### src/cst_pkg.sv
`timescale 1ns / 1ps
// Shared types, constants and keyword/symbol tables for the C-like tokenizer.
// No dependencies; imported by every cst_* module and the top level.
package cst_pkg;

    localparam int KIND_W      = 5;
    localparam int LINE_W      = 16;
    localparam int COL_W       = 12;
    localparam int LEN_OUT_W   = 6;
    localparam int LEN_W       = 7;    // holds lengths up to 64
    localparam int N_KW        = 13;
    localparam int KW_TEXT_W   = 112;  // longest keyword is 14 bytes
    localparam int JQ_DEPTH    = 4;
    localparam int OQ_DEPTH    = 4;
    localparam int MAX_IDENT_DEF = 32;

    localparam logic [KIND_W-1:0] KIND_SYM0    = 5'd13;
    localparam logic [KIND_W-1:0] KIND_IDENT   = 5'd21;
    localparam logic [KIND_W-1:0] KIND_UNKNOWN = 5'd22;
    localparam logic [KIND_W-1:0] KIND_END     = 5'd23;

    typedef struct packed {
        logic              a_valid;
        logic [KIND_W-1:0] a_kind;
        logic [LINE_W-1:0] a_line;
        logic [COL_W-1:0]  a_col;
        logic [LEN_W-1:0]  a_len;
        logic              a_trunc;
        logic              b_valid;
        logic [KIND_W-1:0] b_kind;
        logic [LINE_W-1:0] b_line;
        logic [COL_W-1:0]  b_col;
    } t_job;

    typedef struct packed {
        logic [KIND_W-1:0]    kind;
        logic [LINE_W-1:0]    line;
        logic [COL_W-1:0]     col;
        logic [LEN_OUT_W-1:0] len;
        logic [7:0]           ch;
        logic                 trunc;
        logic                 last;
    } t_res;

    function automatic logic [KW_TEXT_W-1:0] kw_text(input logic [3:0] k);
        case (k)
            4'd0:    return "namespace";
            4'd1:    return "enum";
            4'd2:    return "class";
            4'd3:    return "struct";
            4'd4:    return "public";
            4'd5:    return "protected";
            4'd6:    return "private";
            4'd7:    return "virtual";
            4'd8:    return "override";
            4'd9:    return "final";
            4'd10:   return {"ENUM", "_META"};
            4'd11:   return {"CLASS", "_META"};
            4'd12:   return {"INTERFACE", "_META"};
            default: return '0;
        endcase
    endfunction

    function automatic logic [3:0] kw_len(input logic [3:0] k);
        case (k)
            4'd0:    return 4'd9;
            4'd1:    return 4'd4;
            4'd2:    return 4'd5;
            4'd3:    return 4'd6;
            4'd4:    return 4'd6;
            4'd5:    return 4'd9;
            4'd6:    return 4'd7;
            4'd7:    return 4'd7;
            4'd8:    return 4'd8;
            4'd9:    return 4'd5;
            4'd10:   return 4'd9;
            4'd11:   return 4'd10;
            4'd12:   return 4'd14;
            default: return 4'd0;
        endcase
    endfunction

    // Byte of keyword k at position pos, zero past its end
    function automatic logic [7:0] kw_byte(input logic [3:0] k, input logic [LEN_W-1:0] pos);
        logic [KW_TEXT_W-1:0] s;
        logic [LEN_W-1:0]     l;
        s = kw_text(k);
        l = LEN_W'(kw_len(k));
        if (pos < l) begin
            return s[(l - 1 - pos) * 8 +: 8];
        end
        return 8'd0;
    endfunction

    // Returns {hit, kind} for the single-character symbols
    function automatic logic [KIND_W:0] sym_lookup(input logic [7:0] c);
        case (c)
            8'h7B:   return {1'b1, KIND_SYM0 + 5'd0};
            8'h7D:   return {1'b1, KIND_SYM0 + 5'd1};
            8'h3A:   return {1'b1, KIND_SYM0 + 5'd2};
            8'h3B:   return {1'b1, KIND_SYM0 + 5'd3};
            8'h3D:   return {1'b1, KIND_SYM0 + 5'd4};
            8'h2C:   return {1'b1, KIND_SYM0 + 5'd5};
            8'h3C:   return {1'b1, KIND_SYM0 + 5'd6};
            8'h3E:   return {1'b1, KIND_SYM0 + 5'd7};
            default: return {1'b0, KIND_UNKNOWN};
        endcase
    endfunction

endpackage

### src/cst_job_q.sv
`timescale 1ns / 1ps
// Small flop queue of token jobs between the scanner and the emitter.
// Depends on cst_pkg (t_job, JQ_DEPTH).
module cst_job_q (
    input  logic          i_clk,
    input  logic          i_rst_n,
    input  logic          i_push,
    input  cst_pkg::t_job i_job,
    output logic          o_full,
    input  logic          i_pop,
    output cst_pkg::t_job o_head,
    output logic          o_empty
);
    import cst_pkg::*;

    localparam int AW = $clog2(JQ_DEPTH);

    t_job          r_mem [JQ_DEPTH];
    logic [AW:0]   r_wr;
    logic [AW:0]   r_rd;

    assign o_empty = (r_wr == r_rd);
    assign o_full  = (r_wr[AW-1:0] == r_rd[AW-1:0]) && (r_wr[AW] != r_rd[AW]);
    assign o_head  = r_mem[r_rd[AW-1:0]];

    always_ff @(posedge i_clk) begin
        if (i_push && !o_full) begin
            r_mem[r_wr[AW-1:0]] <= i_job;
        end
    end

    always_ff @(posedge i_clk) begin
        if (!i_rst_n) begin
            r_wr <= '0;
            r_rd <= '0;
        end else begin
            if (i_push && !o_full) begin
                r_wr <= r_wr + 1'b1;
            end
            if (i_pop && !o_empty) begin
                r_rd <= r_rd + 1'b1;
            end
        end
    end

    a_no_overfill: assert property (@(posedge i_clk) disable iff (!i_rst_n)
        o_full |=> !o_empty) else $error("job queue lost its contents while full");
    a_push_room: assert property (@(posedge i_clk) disable iff (!i_rst_n)
        i_push |-> !o_full) else $error("job pushed into a full queue");
    a_pop_data: assert property (@(posedge i_clk) disable iff (!i_rst_n)
        i_pop |-> !o_empty) else $error("job popped from an empty queue");

endmodule

### src/cst_front.sv
`timescale 1ns / 1ps
// Scanner: classifies each byte, tracks line/column and comment/macro modes,
// stores identifier characters and queues token jobs. Depends on cst_pkg.
module cst_front #(
    parameter int MAX_IDENT = cst_pkg::MAX_IDENT_DEF,
    parameter int PW        = 7
) (
    input  logic          i_clk,
    input  logic          i_rst_n,
    input  logic          push,
    input  logic [7:0]    i_text_byte,
    input  logic          i_end_of_text,
    output logic          full,
    input  logic          i_jq_full,
    output logic          o_jq_push,
    output cst_pkg::t_job o_job,
    output logic          o_cw_en,
    output logic [PW-2:0] o_cw_addr,
    output logic [7:0]    o_cw_data,
    input  logic [PW-1:0] i_rd_ptr
);
    import cst_pkg::*;

    localparam int CNT_W      = $clog2(MAX_IDENT + 1);
    localparam int CHAR_DEPTH = 2 ** (PW - 1);

    typedef enum logic [3:0] {
        S_NORMAL, S_SLASH, S_LCMT, S_BLOCK, S_BSTAR, S_MACRO, S_MACRO_BS, S_IDENT
    } t_mode;

    t_mode             r_mode, n_mode;
    logic [CNT_W-1:0]  r_cnt, n_cnt;
    logic              r_ovf, n_ovf;
    logic [N_KW-1:0]   r_match, n_match;
    logic [LINE_W-1:0] r_line, n_line, r_sline, n_sline;
    logic [COL_W-1:0]  r_col, n_col, r_scol, n_scol;
    logic [PW-1:0]     r_wr, n_wr, r_commit, n_commit;

    logic              accept;
    logic              char_full;
    logic              kw_hit;
    logic [3:0]        kw_idx;
    logic [KIND_W:0]   sym;
    logic              is_space, is_start, is_more;
    t_job              job;

    assign char_full = (r_wr - i_rd_ptr) == PW'(CHAR_DEPTH);
    assign full      = i_jq_full || char_full;
    assign accept    = push && !full;
    assign o_jq_push = accept && (job.a_valid || job.b_valid);
    assign o_job     = job;

    assign is_space = (i_text_byte == 8'h20) || (i_text_byte >= 8'h09 && i_text_byte <= 8'h0D);
    assign is_start = (i_text_byte >= 8'h61 && i_text_byte <= 8'h7A)
                   || (i_text_byte >= 8'h41 && i_text_byte <= 8'h5A) || (i_text_byte == 8'h5F);
    assign is_more  = is_start || (i_text_byte >= 8'h30 && i_text_byte <= 8'h39);
    assign sym      = sym_lookup(i_text_byte);

    // First keyword whose prefix match survived and whose length equals r_cnt
    always_comb begin
        kw_hit = 1'b0;
        kw_idx = '0;
        for (int k = N_KW - 1; k >= 0; k--) begin
            if (r_match[k] && !r_ovf && (LEN_W'(r_cnt) == LEN_W'(kw_len(4'(k))))) begin
                kw_hit = 1'b1;
                kw_idx = 4'(k);
            end
        end
    end

    always_comb begin
        logic flush, slash_unk, do_lex, append;
        logic [PW-1:0] base_wr;
        flush     = 1'b0;
        slash_unk = 1'b0;
        do_lex    = 1'b0;
        append    = 1'b0;
        n_mode    = r_mode;
        n_cnt     = r_cnt;
        n_ovf     = r_ovf;
        n_match   = r_match;
        n_line    = r_line;
        n_col     = r_col;
        n_sline   = r_sline;
        n_scol    = r_scol;
        job       = '0;
        o_cw_en   = 1'b0;
        o_cw_data = i_text_byte;

        if (i_end_of_text) begin
            flush     = (r_mode == S_IDENT);
            slash_unk = (r_mode == S_SLASH);
        end else begin
            case (r_mode)
                S_SLASH: begin
                    if (i_text_byte == "/") begin
                        n_mode = S_LCMT;
                    end else if (i_text_byte == "*") begin
                        n_mode = S_BLOCK;
                    end else begin
                        slash_unk = 1'b1;
                        do_lex    = 1'b1;
                    end
                end
                S_LCMT: begin
                    if (i_text_byte == 8'h0A) n_mode = S_NORMAL;
                end
                S_BLOCK: begin
                    if (i_text_byte == "*") n_mode = S_BSTAR;
                end
                S_BSTAR: begin
                    if (i_text_byte == "/") n_mode = S_NORMAL;
                    else if (i_text_byte != "*") n_mode = S_BLOCK;
                end
                S_MACRO: begin
                    if (i_text_byte == 8'h0A) n_mode = S_NORMAL;
                    else if (i_text_byte == 8'h5C) n_mode = S_MACRO_BS;
                end
                S_MACRO_BS: begin
                    if (i_text_byte != 8'h5C) n_mode = S_MACRO;
                end
                S_IDENT: begin
                    if (is_more) begin
                        if (r_cnt < CNT_W'(MAX_IDENT)) begin
                            append = 1'b1;
                            n_cnt  = r_cnt + 1'b1;
                            for (int k = 0; k < N_KW; k++) begin
                                n_match[k] = r_match[k]
                                    && (i_text_byte == kw_byte(4'(k), LEN_W'(r_cnt)));
                            end
                        end else begin
                            n_ovf = 1'b1;
                        end
                    end else begin
                        flush  = 1'b1;
                        do_lex = 1'b1;
                    end
                end
                default: do_lex = 1'b1;
            endcase
        end

        // keyword flush drops its stored characters, identifier flush keeps them
        base_wr  = (flush && kw_hit) ? r_commit : r_wr;
        n_commit = (flush && !kw_hit) ? r_wr : r_commit;
        n_wr     = base_wr;
        o_cw_addr = base_wr[PW-2:0];
        if (append) begin
            o_cw_en = accept;
            n_wr    = base_wr + 1'b1;
        end

        if (flush) begin
            job.a_valid = 1'b1;
            job.a_line  = r_sline;
            job.a_col   = r_scol;
            if (kw_hit) begin
                job.a_kind = KIND_W'(kw_idx);
            end else begin
                job.a_kind  = KIND_IDENT;
                job.a_len   = LEN_W'(r_cnt);
                job.a_trunc = r_ovf;
            end
        end else if (slash_unk) begin
            job.a_valid = 1'b1;
            job.a_kind  = KIND_UNKNOWN;
            job.a_line  = r_sline;
            job.a_col   = r_scol;
        end

        if (do_lex) begin
            n_mode = S_NORMAL;
            if (is_space) begin
                n_mode = S_NORMAL;
            end else if (i_text_byte == "/") begin
                n_sline = r_line;
                n_scol  = r_col;
                n_mode  = S_SLASH;
            end else if (i_text_byte == "#") begin
                n_mode = S_MACRO;
            end else if (is_start) begin
                n_sline = r_line;
                n_scol  = r_col;
                n_cnt   = CNT_W'(1);
                n_ovf   = 1'b0;
                for (int k = 0; k < N_KW; k++) begin
                    n_match[k] = (i_text_byte == kw_byte(4'(k), '0));
                end
                n_mode  = S_IDENT;
                o_cw_en = accept;
                n_wr    = base_wr + 1'b1;
            end else begin
                job.b_valid = 1'b1;
                job.b_kind  = sym[KIND_W-1:0];
                job.b_line  = r_line;
                job.b_col   = r_col;
            end
        end

        if (i_end_of_text) begin
            job.b_valid = 1'b1;
            job.b_kind  = KIND_END;
            job.b_line  = r_line;
            job.b_col   = r_col;
            n_mode  = S_NORMAL;
            n_cnt   = '0;
            n_ovf   = 1'b0;
            n_line  = '0;
            n_col   = '0;
            n_sline = '0;
            n_scol  = '0;
        end else if (i_text_byte == 8'h0A) begin
            if (r_line != '1) n_line = r_line + 1'b1;
            n_col = '0;
        end else if (r_col != '1) begin
            n_col = r_col + 1'b1;
        end
    end

    always_ff @(posedge i_clk) begin
        if (!i_rst_n) begin
            r_mode   <= S_NORMAL;
            r_cnt    <= '0;
            r_ovf    <= 1'b0;
            r_match  <= '0;
            r_line   <= '0;
            r_col    <= '0;
            r_sline  <= '0;
            r_scol   <= '0;
            r_wr     <= '0;
            r_commit <= '0;
        end else if (accept) begin
            r_mode   <= n_mode;
            r_cnt    <= n_cnt;
            r_ovf    <= n_ovf;
            r_match  <= n_match;
            r_line   <= n_line;
            r_col    <= n_col;
            r_sline  <= n_sline;
            r_scol   <= n_scol;
            r_wr     <= n_wr;
            r_commit <= n_commit;
        end
    end

    a_ident_nonempty: assert property (@(posedge i_clk) disable iff (!i_rst_n)
        (r_mode == S_IDENT) |-> (r_cnt != '0)) else $error("identifier mode with no characters");
    a_char_room: assert property (@(posedge i_clk) disable iff (!i_rst_n)
        (r_wr - i_rd_ptr) <= PW'(CHAR_DEPTH)) else $error("character store overrun");
    a_end_resets: assert property (@(posedge i_clk) disable iff (!i_rst_n)
        (accept && i_end_of_text) |=> (r_mode == S_NORMAL) && (r_line == '0) && (r_col == '0))
        else $error("end of text did not restart the scanner");

endmodule

### src/cst_back.sv
`timescale 1ns / 1ps
// Emitter: expands token jobs into result items, reading identifier
// characters from the character store, into a small output queue. Uses cst_pkg.
module cst_back #(
    parameter int PW = 7
) (
    input  logic                           i_clk,
    input  logic                           i_rst_n,
    input  cst_pkg::t_job                  i_jq_head,
    input  logic                           i_jq_empty,
    output logic                           o_jq_pop,
    input  logic                           i_cw_en,
    input  logic [PW-2:0]                  i_cw_addr,
    input  logic [7:0]                     i_cw_data,
    output logic [PW-1:0]                  o_rd_ptr,
    output logic                           empty,
    input  logic                           pop,
    output logic [cst_pkg::KIND_W-1:0]     o_token_kind,
    output logic [cst_pkg::LINE_W-1:0]     o_token_line,
    output logic [cst_pkg::COL_W-1:0]      o_token_column,
    output logic [cst_pkg::LEN_OUT_W-1:0]  o_ident_length,
    output logic [7:0]                     o_ident_char,
    output logic                           o_ident_truncated,
    output logic                           o_last_of_run
);
    import cst_pkg::*;

    localparam int CHAR_DEPTH = 2 ** (PW - 1);
    localparam int OAW = $clog2(OQ_DEPTH);

    logic [7:0]     r_cmem [CHAR_DEPTH];
    logic [7:0]     r_rd_data;
    logic [PW-1:0]  r_rd_ptr;
    logic [LEN_W-1:0] r_k;
    logic           r_phase_b;

    logic           r_s1_valid;
    logic           r_s1_is_id;
    t_res           r_s1;

    t_res           r_oq [OQ_DEPTH];
    logic [OAW:0]   r_oq_cnt;
    logic [OAW-1:0] r_oq_wr, r_oq_rd;

    logic           credit, issue, use_a, is_id, a_done, oq_pop;
    t_res           res;
    t_res           s1_out;

    assign o_rd_ptr = r_rd_ptr;
    assign credit   = ({1'b0, r_oq_cnt} + (OAW + 2)'(r_s1_valid)) < (OAW + 2)'(OQ_DEPTH);
    assign issue    = !i_jq_empty && credit;
    assign use_a    = i_jq_head.a_valid && !r_phase_b;
    assign is_id    = use_a && (i_jq_head.a_kind == KIND_IDENT);
    assign a_done   = !is_id || (r_k == i_jq_head.a_len - 1'b1);
    assign o_jq_pop = issue && (!use_a || (a_done && !i_jq_head.b_valid));

    always_comb begin
        res = '0;
        if (use_a) begin
            res.kind  = i_jq_head.a_kind;
            res.line  = i_jq_head.a_line;
            res.col   = i_jq_head.a_col;
            res.len   = i_jq_head.a_len[LEN_OUT_W-1:0];
            res.trunc = i_jq_head.a_trunc;
            res.last  = a_done && !i_jq_head.b_valid;
        end else begin
            res.kind  = i_jq_head.b_kind;
            res.line  = i_jq_head.b_line;
            res.col   = i_jq_head.b_col;
            res.last  = 1'b1;
        end
    end

    always_ff @(posedge i_clk) begin
        if (i_cw_en) begin
            r_cmem[i_cw_addr] <= i_cw_data;
        end
        r_rd_data <= r_cmem[r_rd_ptr[PW-2:0]];
        r_s1      <= res;
        r_s1_is_id <= is_id;
    end

    assign oq_pop = pop && !empty;
    assign empty  = (r_oq_cnt == '0);

    always_comb begin
        s1_out    = r_s1;
        s1_out.ch = r_s1_is_id ? r_rd_data : 8'd0;
    end

    always_ff @(posedge i_clk) begin
        if (r_s1_valid) begin
            r_oq[r_oq_wr] <= s1_out;
        end
    end

    always_ff @(posedge i_clk) begin
        if (!i_rst_n) begin
            r_rd_ptr   <= '0;
            r_k        <= '0;
            r_phase_b  <= 1'b0;
            r_s1_valid <= 1'b0;
            r_oq_cnt   <= '0;
            r_oq_wr    <= '0;
            r_oq_rd    <= '0;
        end else begin
            r_s1_valid <= issue;
            if (issue) begin
                if (is_id) begin
                    r_rd_ptr <= r_rd_ptr + 1'b1;
                end
                if (use_a && a_done) begin
                    r_k       <= '0;
                    r_phase_b <= i_jq_head.b_valid;
                end else if (is_id) begin
                    r_k       <= r_k + 1'b1;
                end
                if (!use_a) begin
                    r_phase_b <= 1'b0;
                end
            end
            if (r_s1_valid) r_oq_wr <= r_oq_wr + 1'b1;
            if (oq_pop)     r_oq_rd <= r_oq_rd + 1'b1;
            r_oq_cnt <= r_oq_cnt + (OAW + 1)'(r_s1_valid) - (OAW + 1)'(oq_pop);
        end
    end

    assign o_token_kind      = r_oq[r_oq_rd].kind;
    assign o_token_line      = r_oq[r_oq_rd].line;
    assign o_token_column    = r_oq[r_oq_rd].col;
    assign o_ident_length    = r_oq[r_oq_rd].len;
    assign o_ident_char      = r_oq[r_oq_rd].ch;
    assign o_ident_truncated = r_oq[r_oq_rd].trunc;
    assign o_last_of_run     = r_oq[r_oq_rd].last;

    a_credit: assert property (@(posedge i_clk) disable iff (!i_rst_n)
        ({1'b0, r_oq_cnt} + (OAW + 2)'(r_s1_valid)) <= (OAW + 2)'(OQ_DEPTH))
        else $error("output queue credit exceeded");
    a_phase_b: assert property (@(posedge i_clk) disable iff (!i_rst_n)
        r_phase_b |-> (!i_jq_empty && i_jq_head.b_valid))
        else $error("second token phase without a second token");
    a_k_idle: assert property (@(posedge i_clk) disable iff (!i_rst_n)
        (r_k != '0) |-> (!i_jq_empty && is_id))
        else $error("identifier character index left mid-run");

endmodule

### src/cpp_subset_tokenizer.sv
`timescale 1ns / 1ps
// Top level of the C-like tokenizer: scanner, job queue and emitter.
// Depends on cst_pkg, cst_front, cst_job_q, cst_back.
// Takes one byte (or an end-of-text mark) per cycle whenever full is low and
// produces token items on a queue-style output. Each token yields one output
// item, and an identifier yields one per stored character, drawn from a
// character store of 2*2^ceil(log2(MAX_IDENT)) bytes at one read per cycle
// while the output queue has room. full rises when the four-entry job queue or
// the character store is full, so long identifier bursts are absorbed while
// the scanner keeps taking text; a registered stage feeds the output queue.
module cpp_subset_tokenizer #(
    parameter int MAX_IDENT = cst_pkg::MAX_IDENT_DEF
) (
    input  logic                           i_clk,
    input  logic                           i_rst_n,
    input  logic                           push,
    output logic                           full,
    input  logic [7:0]                     i_text_byte,
    input  logic                           i_end_of_text,
    output logic                           empty,
    input  logic                           pop,
    output logic [cst_pkg::KIND_W-1:0]     o_token_kind,
    output logic [cst_pkg::LINE_W-1:0]     o_token_line,
    output logic [cst_pkg::COL_W-1:0]      o_token_column,
    output logic [cst_pkg::LEN_OUT_W-1:0]  o_ident_length,
    output logic [7:0]                     o_ident_char,
    output logic                           o_ident_truncated,
    output logic                           o_last_of_run
);
    import cst_pkg::*;

    localparam int PW = $clog2(MAX_IDENT) + 2;

    t_job          jq_in, jq_head;
    logic          jq_push, jq_pop, jq_full, jq_empty;
    logic          cw_en;
    logic [PW-2:0] cw_addr;
    logic [7:0]    cw_data;
    logic [PW-1:0] rd_ptr;

    cst_front #(.MAX_IDENT(MAX_IDENT), .PW(PW)) u_front (
        .i_clk, .i_rst_n, .push, .i_text_byte, .i_end_of_text, .full,
        .i_jq_full(jq_full), .o_jq_push(jq_push), .o_job(jq_in),
        .o_cw_en(cw_en), .o_cw_addr(cw_addr), .o_cw_data(cw_data), .i_rd_ptr(rd_ptr)
    );

    cst_job_q u_jq (
        .i_clk, .i_rst_n, .i_push(jq_push), .i_job(jq_in), .o_full(jq_full),
        .i_pop(jq_pop), .o_head(jq_head), .o_empty(jq_empty)
    );

    cst_back #(.PW(PW)) u_back (
        .i_clk, .i_rst_n, .i_jq_head(jq_head), .i_jq_empty(jq_empty), .o_jq_pop(jq_pop),
        .i_cw_en(cw_en), .i_cw_addr(cw_addr), .i_cw_data(cw_data), .o_rd_ptr(rd_ptr),
        .empty, .pop, .o_token_kind, .o_token_line, .o_token_column, .o_ident_length,
        .o_ident_char, .o_ident_truncated, .o_last_of_run
    );

endmodule
### config.mk
export PLATFORM = sky130hd
export DESIGN_NAME = cpp_subset_tokenizer
export DESIGN_NICKNAME = d
export VERILOG_FILES = /design/src/cst_pkg.sv /design/src/cst_job_q.sv /design/src/cst_front.sv /design/src/cst_back.sv /design/src/cpp_subset_tokenizer.sv
export SDC_FILE = /design/constraint.sdc
export NUM_CORES = 2
export LEC_CHECK = 0
export BUFFER_PORTS_ARGS = -buffer_cell sky130_fd_sc_hd__buf_2
export CAP_MARGIN = 20
export CORE_ASPECT_RATIO = 1.75
export CORE_MARGIN = 4
export CORE_UTILIZATION = 63
export CTS_BUF_LIST = sky130_fd_sc_hd__clkbuf_16
export DETAILED_ROUTE_END_ITERATION = 10
export PLACE_DENSITY = 0.91
export SLEW_MARGIN = 20
export SYNTH_ARGS = -nofsm -noshare
export SYNTH_HDL_FRONTEND = slang
export SYNTH_SLANG_ARGS = --single-unit
### constraint.sdc
create_clock -name i_clk -period 9.5 [get_ports i_clk]
set_input_delay 0.475 -clock i_clk [delete_from_list [all_inputs] [get_ports i_clk]]
set_output_delay 0.475 -clock i_clk [all_outputs]
set_load 0.05 [all_outputs]
; ---- After elaboration in Yosys (flattened, before gate mapping)
; Memory sizes are Yosys's and may differ from the RTL's. A register that Yosys moved wholly into a read port is not among the register bits.
; Cells that the tools add are included.
[word_totals]
ff_bits = 165
mem_bits_rw = 1008
in_bits = 13
elab_cells = 874
n_memories = 3
[mem_list]
columns = memory, words, width, rd, rd_clocked_by_memory_dff, wr, line
row1 = u_back.r_cmem, 64, 8, 1, 1, 1, cst_back.sv:31  ; logic [7:0] r_cmem [CHAR_DEPTH];
row2 = u_jq.r_mem, 4, 75, 1, 1, 1, cst_job_q.sv:18  ; t_job r_mem [JQ_DEPTH];
row3 = u_back.r_oq, 4, 49, 1, 1, 1, cst_back.sv:41  ; t_res r_oq [OQ_DEPTH];
[op_classes]
addsub = 39
order_cmp = 26
eq_ne = 75
shifts = 26
n_mux = 587
reduce_logical = 92
[op_table]
columns = operator, count
row1 = 2-to-1 mux 112 bit, 117
row2 = indexed part select 112 x 33 -> 8 bit, 26
row3 = 2-to-1 mux 8 bit, 170
row4 = 2-to-1 mux 4 bit, 99
row5 = 2-to-1 mux 34 bit, 8
row6 = subtractor 29 x 6 -> 29 bit, 8
row7 = equality test 8 bit, 26
row8 = 2-to-1 mux 16 bit, 9
row9 = 2-to-1 mux 1 bit, 136
row10 = 2-to-1 mux 13 bit, 9
row11 = 2-to-1 mux 12 bit, 9
row12 = equality test 8 x 6 -> 1 bit (second input constant), 10
row13 = subtractor 4 x 1 -> 5 bit (second input constant), 16
row14 = 2-to-1 mux 7 bit, 11
row15 = logical AND 1 bit, 57
row16 = 2-to-1 mux 6 bit, 9
row17 = < comparator 6 x 4 -> 1 bit, 8
row18 = case mux 5 bit (8 select lines), 1
row19 = 2-to-1 mux 33 bit, 1
row20 = equality test 8 x 7 -> 1 bit (second input constant), 4
row21 = < comparator 1 x 4 -> 1 bit (first input constant), 8
row22 = equality test 6 x 3 -> 1 bit (second input constant), 4
row23 = equality test 6 x 4 -> 1 bit (second input constant), 4
row24 = case mux 4 bit (6 select lines), 1
row25 = 53 further kinds, 94

; ---- Depth between registers and ports, before layout
[logic_depth]
ltp_word = 30
ltp_mapped = 16
depth_no_buf = 11

; ---- Hierarchy
; From an unflattened synthesis, not the netlist that was laid out.
[unflattened]
cells_unflattened = 3250
area_unflattened_um2 = 50573.5
[by_module_without_submodules]
columns = module, n_inst, cells_each, area_per_inst_um2, seq_area_each_um2
row1 = cst_back, 1, 1538, 30013.8, 22761.8
row2 = cst_job_q, 1, 465, 11522.3, 9288.9
row3 = cst_front, 1, 1247, 9037.4, 1861.8

; ---- Worst setup path before layout
; No wires, ideal clock.
[synth_path]
kind = reg-to-reg
startpoint = register u_back.r_rd_ptr[1], in the netlist u_back.o_rd_ptr[1]
endpoint = memory u_jq.r_mem[3][0] (netlist bit) (enable)
setup_ns = 0.536
arrival_time_ns = 6.032
required_ns = 8.964
path_slack_ns = 2.932
path_stages_with_launch = 12
path_buffers = 3
synth_period_minus_slack_ns = 6.568
path_cell_list = dfxtp_1 > clkbuf_1 > clkbuf_1 > clkbuf_1 > inv_1 > ha_1 > a21oi_1 > a211oi_1 > or3_1 > o2111ai_1 > nand3_1 > a21oi_1
[synth_via]
elab_chain_cells = 9
[synth_rtl]
columns = element, line
row1 = from (decl), cst_back.sv:33  ; logic [PW-1:0] r_rd_ptr;
row2 = from (signal assigned), cst_back.sv:110  ; r_rd_ptr <= r_rd_ptr + 1'b1;
row3 = subtractor 7 bit, cst_front.sv:47  ; assign char_full = (r_wr - i_rd_ptr) == PW'(CHAR_DEPTH);
row4 = equality test 7 bit, cst_front.sv:47
row5 = logical OR 1 bit, cst_front.sv:48  ; assign full = i_jq_full || char_full;
row6 = logical NOT 1 bit, cst_front.sv:49  ; assign accept = push && !full;
row7 = logical AND 1 bit, cst_front.sv:49
row8 = logical AND 1 bit, cst_front.sv:50  ; assign o_jq_push = accept && (job.a_valid || job.b_valid);
row9 = logical AND 1 bit, cst_job_q.sv:27  ; if (i_push && !o_full) begin
row10 = 2-to-1 mux 1 bit, cst_job_q.sv:27
row11 = 2-to-1 mux 1 bit (not written as such), cst_job_q.sv:28  ; r_mem[r_wr[AW-1:0]] <= i_job;
row12 = to (decl), cst_job_q.sv:18
; Every way passes these cells.

; ---- Worst setup path after layout
[layout_path]
startpoint = register u_front.r_cnt[0]
endpoint = memory u_back.r_cmem[18][0] (enable)
[layout_via]
elab_chain_cells = 17
word_cells_on_any_way = 49
classes_between = order compare (1) / eq/ne (8) / mux (26) / reduce/logical (14)
[layout_rtl]
columns = element, line
row1 = from (decl), cst_front.sv:32  ; logic [CNT_W-1:0] r_cnt, n_cnt;
row2 = from (signal assigned), cst_front.sv:234  ; r_cnt <= n_cnt;
row3 = equality test 6 x 4 -> 1 bit, cst_front.sv:64  ; if (r_match[k] && !r_ovf && (LEN_W'(r_cnt) == LEN_W'(kw_len(4'(k))))) begin
row4 = logical AND 1 bit, cst_front.sv:64
row5 = 2-to-1 mux 1 bit (13 in series), cst_front.sv:64
row6 = logical AND 1 bit, cst_front.sv:144  ; base_wr = (flush && kw_hit) ? r_commit : r_wr;
row7 = 2-to-1 mux 7 bit, cst_front.sv:144
row8 = to (decl), cst_back.sv:31
; Parallel ways exist; a longest one is shown, timed or not.

==> flow_metrics.py <==
metrics = {
    "routing": {
        "drtIter0Drc": 4235,
        "routed_via_density": 7.04,
        "wl_per_cell_um": 31.0,
        "antenna_left": 0,
        "wl_um": 128000,
        "firstDrtPassIters": 8,
        "routed-via-count": 29100,
        "drc": 0,
    },
    "logic_synthesis": {
        "synthDistinctLibCells": 98,
        "synth-edff-count": 1008,
        "synth_seq_cells": 1184,
        "syn_area_per_cell_um2": 16.5,
        "ys_async_sr_fraction": 0,
        "synth_ff_type": "edfxtp_1",
        "yosys.area.top_type": "edfxtp_1",
        "syn_inst": 2998,
        "synth_area_leaders": "edfxtp_1 61%, mux4_2 13%, dfxtp_1 7.1%",
        "yosysWarnings": 0,
        "seq_area_frac_synth": 0.684,
        "syn_area_um2": 49400,
        "synth_top_cell_area_share": 0.613,
        "synth_nets": 3046,
    },
    "critical_path": {
        "max_stage_delay_ns": 0.75,
        "path_cells": "buf_4 -> inv_1 -> ha_1 -> a222oi_1 -> nand3_1 -> a22oi_2 -> a221oi_4 -> buf_4 -> mux2i_1 -> nand4_1 -> or2_1 -> nor2_1",
        "cp_max_fo": 53,
        "slowest_stage": "mux2i_1",
        "cp_common_cell": "buf_4",
        "start_kind": "flip-flop",
        "endpoint_kind": "flip-flop",
        "critPathKind": "flip-flop to flip-flop",
        "critPathRequiredTime_ns": 9.81,
        "crit_arrival_ns": 6.20,
    },
    "timing": {
        "maxSlewViolCount": 0,
        "fin_crit_sh": 0.620,
        "max_slew.worst_pin.slew_ns": 1.19,
        "setup_slack_ns": 3.61,
        "max_slew_margin": 0.205,
        "clock.fmax_mhz": 170,
        "rsz0062_at_grt": "false",
        "skew_ns": 0.0334,
        "tns_ns": 0,
        "finalHoldViolCount": 0,
        "fin_crit_ns": 5.89,
        "setup_viol": 0,
    },
    "clock_network": {
        "post-cts-setup-buffers": 0,
        "cts_made_buffers": 95,
        "ctsResizeCount": 0,
        "cts_tree": "done",
        "cts_hold_buf": 0,
        "cts_sinks": 1184,
        "clkLatencyLatePin_ns": 0.69,
        "ctsLongestPathBuffers": 3,
        "h-tree-depth": 3,
        "cts-root-buf": "clkbuf_16",
        "path_clk_slew_ns": 0.08,
    },
    "global_routing": {
        "grt_pass1_vias": 29300,
        "gr-usage-all-layers": 0.310,
        "antenna_found_initial": 1,
        "overflow": 0,
        "grt_pass1_wl_um": 190000,
        "grt_max_degree": 89,
    },
    "finish": {
        "multi_input_area_um2": 14700,
        "regArea_um2": 33800,
        "layout-drive-gt1-share": 0.206,
        "finalNonFillerCells": 4132,
        "synthToLayoutAreaGrowth_pct": 9.09,
        "final_nets": 3070,
        "nFillCells": 4427,
        "final_cell_mix": "1008 x edfxtp_1, 292 x mux4_2, 211 x nor2_1, 170 x dfxtp_1, 143 x nand2_1",
        "final_core_util": 0.695,
        "final_common_cell": "edfxtp_1",
    },
    "floorplanning": {
        "die_w_um": 220,
        "io_pins": 64,
        "start_util": 0.637,
        "num_rows": 135,
        "core_area_um2": 77500,
        "die_y_um": 378,
        "dieArea_um2": 83100,
    },
    "power": {
        "p_per_area_nw_per_um2": 232,
        "power.leakage_nw": 16.9,
        "peakVddDrop_uv": 195,
    },
    "flow_run": {
        "drv_cap": 0,
    },
    "place": {
        "pre_cts_slack_ns": 3.92,
        "io_buffers": 63,
        "gp_congestion": 0.977,
        "dpl.cell_count": 3947,
        "dp_hpwl_um": 77900,
    },
    "status": {
        "status": "finished clean",
    },
    "hold_path": {
        "hold_class": "primary input to flip-flop",
    },
}
## cells by family after synthesis
kind of cell	count (synthesis)	synth area share
AO/OA/AOI/OAI	358	0.0474
flip-flops	1184	0.684
multiplexers	349	0.146
adder cells (fa/ha/maj)	36	0.00923
XOR/XNOR	91	0.0161
buffers and inverters	222	0.0178
AND/OR/NAND/NOR	758	0.0791
## sequential cells by signal, summed over array words and instances (netlist names), 6 cells and up, named ones only
signal            flops
u_back.r_rd_data      8
u_jq.r_mem          300
u_front.r_scol       12
u_back.r_k            7
u_back.r_cmem       512
u_back.r_oq         196
u_front.r_line       16
u_front.r_sline      16
u_front.r_wr          7
u_front.r_col        12
u_back.o_rd_ptr       7
u_front.r_cnt         6
u_back.r_s1          41
u_front.r_match      13
u_front.r_commit      7
## critical path, delay by kind of cell (launching register included)
kind | cells | cell delay, ns
DFF | 1 | 0.33
buffers and inverters | 3 | 1.34
and+or+nand+nor | 4 | 1.71
muxes | 1 | 0.75
adders and majority gates | 1 | 0.53
AOI/OAI and AO/OA | 3 | 0.82
## cell type report
type,instances,area share
inverters,42,0.00295
flip-flops and latches,1184,0.628
well taps,1027,0.0239
diodes,2,0.0000929
repair buffers,107,0.0135
clock inverters,81,0.0129
clock buffers,97,0.0451
multi-input cells,1592,0.274
## per-stage QoR
| stage | hold WS, ns | instance area, um2 | total power, mW |
|---|---|---|---|
| 6_report | 0.376 | 53900 | 12.5 |
| 3_5_place_dp | 0.441 | 50600 | 8.60 |
| 5_1_grt | 0.360 | 53900 | 12.9 |
| 4_1_cts | 0.321 | 53700 | 12.5 |
| 2_1_floorplan | 0.427 | 49400 | 7.96 |
| 3_3_place_gp | 0.434 | 50600 | 8.48 |
## cells in the mapped netlist, types with 36 or more instances
library cell / n
dfxtp_1: 176
nand3_1: 72
buf_1: 46
nand2_1: 143
o21ai_0: 67
a21oi_1: 120
nor2b_1: 47
and2_1: 71
mux4_2: 292
xor2_1: 37
edfxtp_1: 1008
nor2_1: 211
xnor2_1: 54
clkbuf_1: 114
nor3_1: 36
inv_1: 36
## final timing paths
path / from / endpoint / depth (start not counted) / slack, ns
max: u_front.r_cnt[0] / u_back.r_cmem[18][0] / 12 / 3.61
min reg2reg: u_front.r_sline[15] / u_front.r_sline[15] / 2 / 0.47
min: i_rst_n / u_front.r_match[4] / 3 / 0.38
max reg2reg: u_front.r_cnt[0] / u_back.r_cmem[18][0] / 12 / 3.61
## power by group
part           total, mW  switching [mW]  internal (mW)
clock network       3.97            1.84           2.12
logic               2.24            1.39          0.847
registers           6.29           0.239           6.06
## metal layers
| layer | vias to the layer above | track usage | routed length [um] |
|---|---|---|---|
| li1 | 11900 | - | - |
| met1 | 14500 | 0.359 | 40200 |
| met2 | 2184 | 0.545 | 66900 |
| met3 | 582 | 0.0492 | 10600 |
| met4 | 2 | 0.184 | 10200 |
| met5 | - | 0 | 13 |
Note: power is estimated with default switching activity, not from simulation.
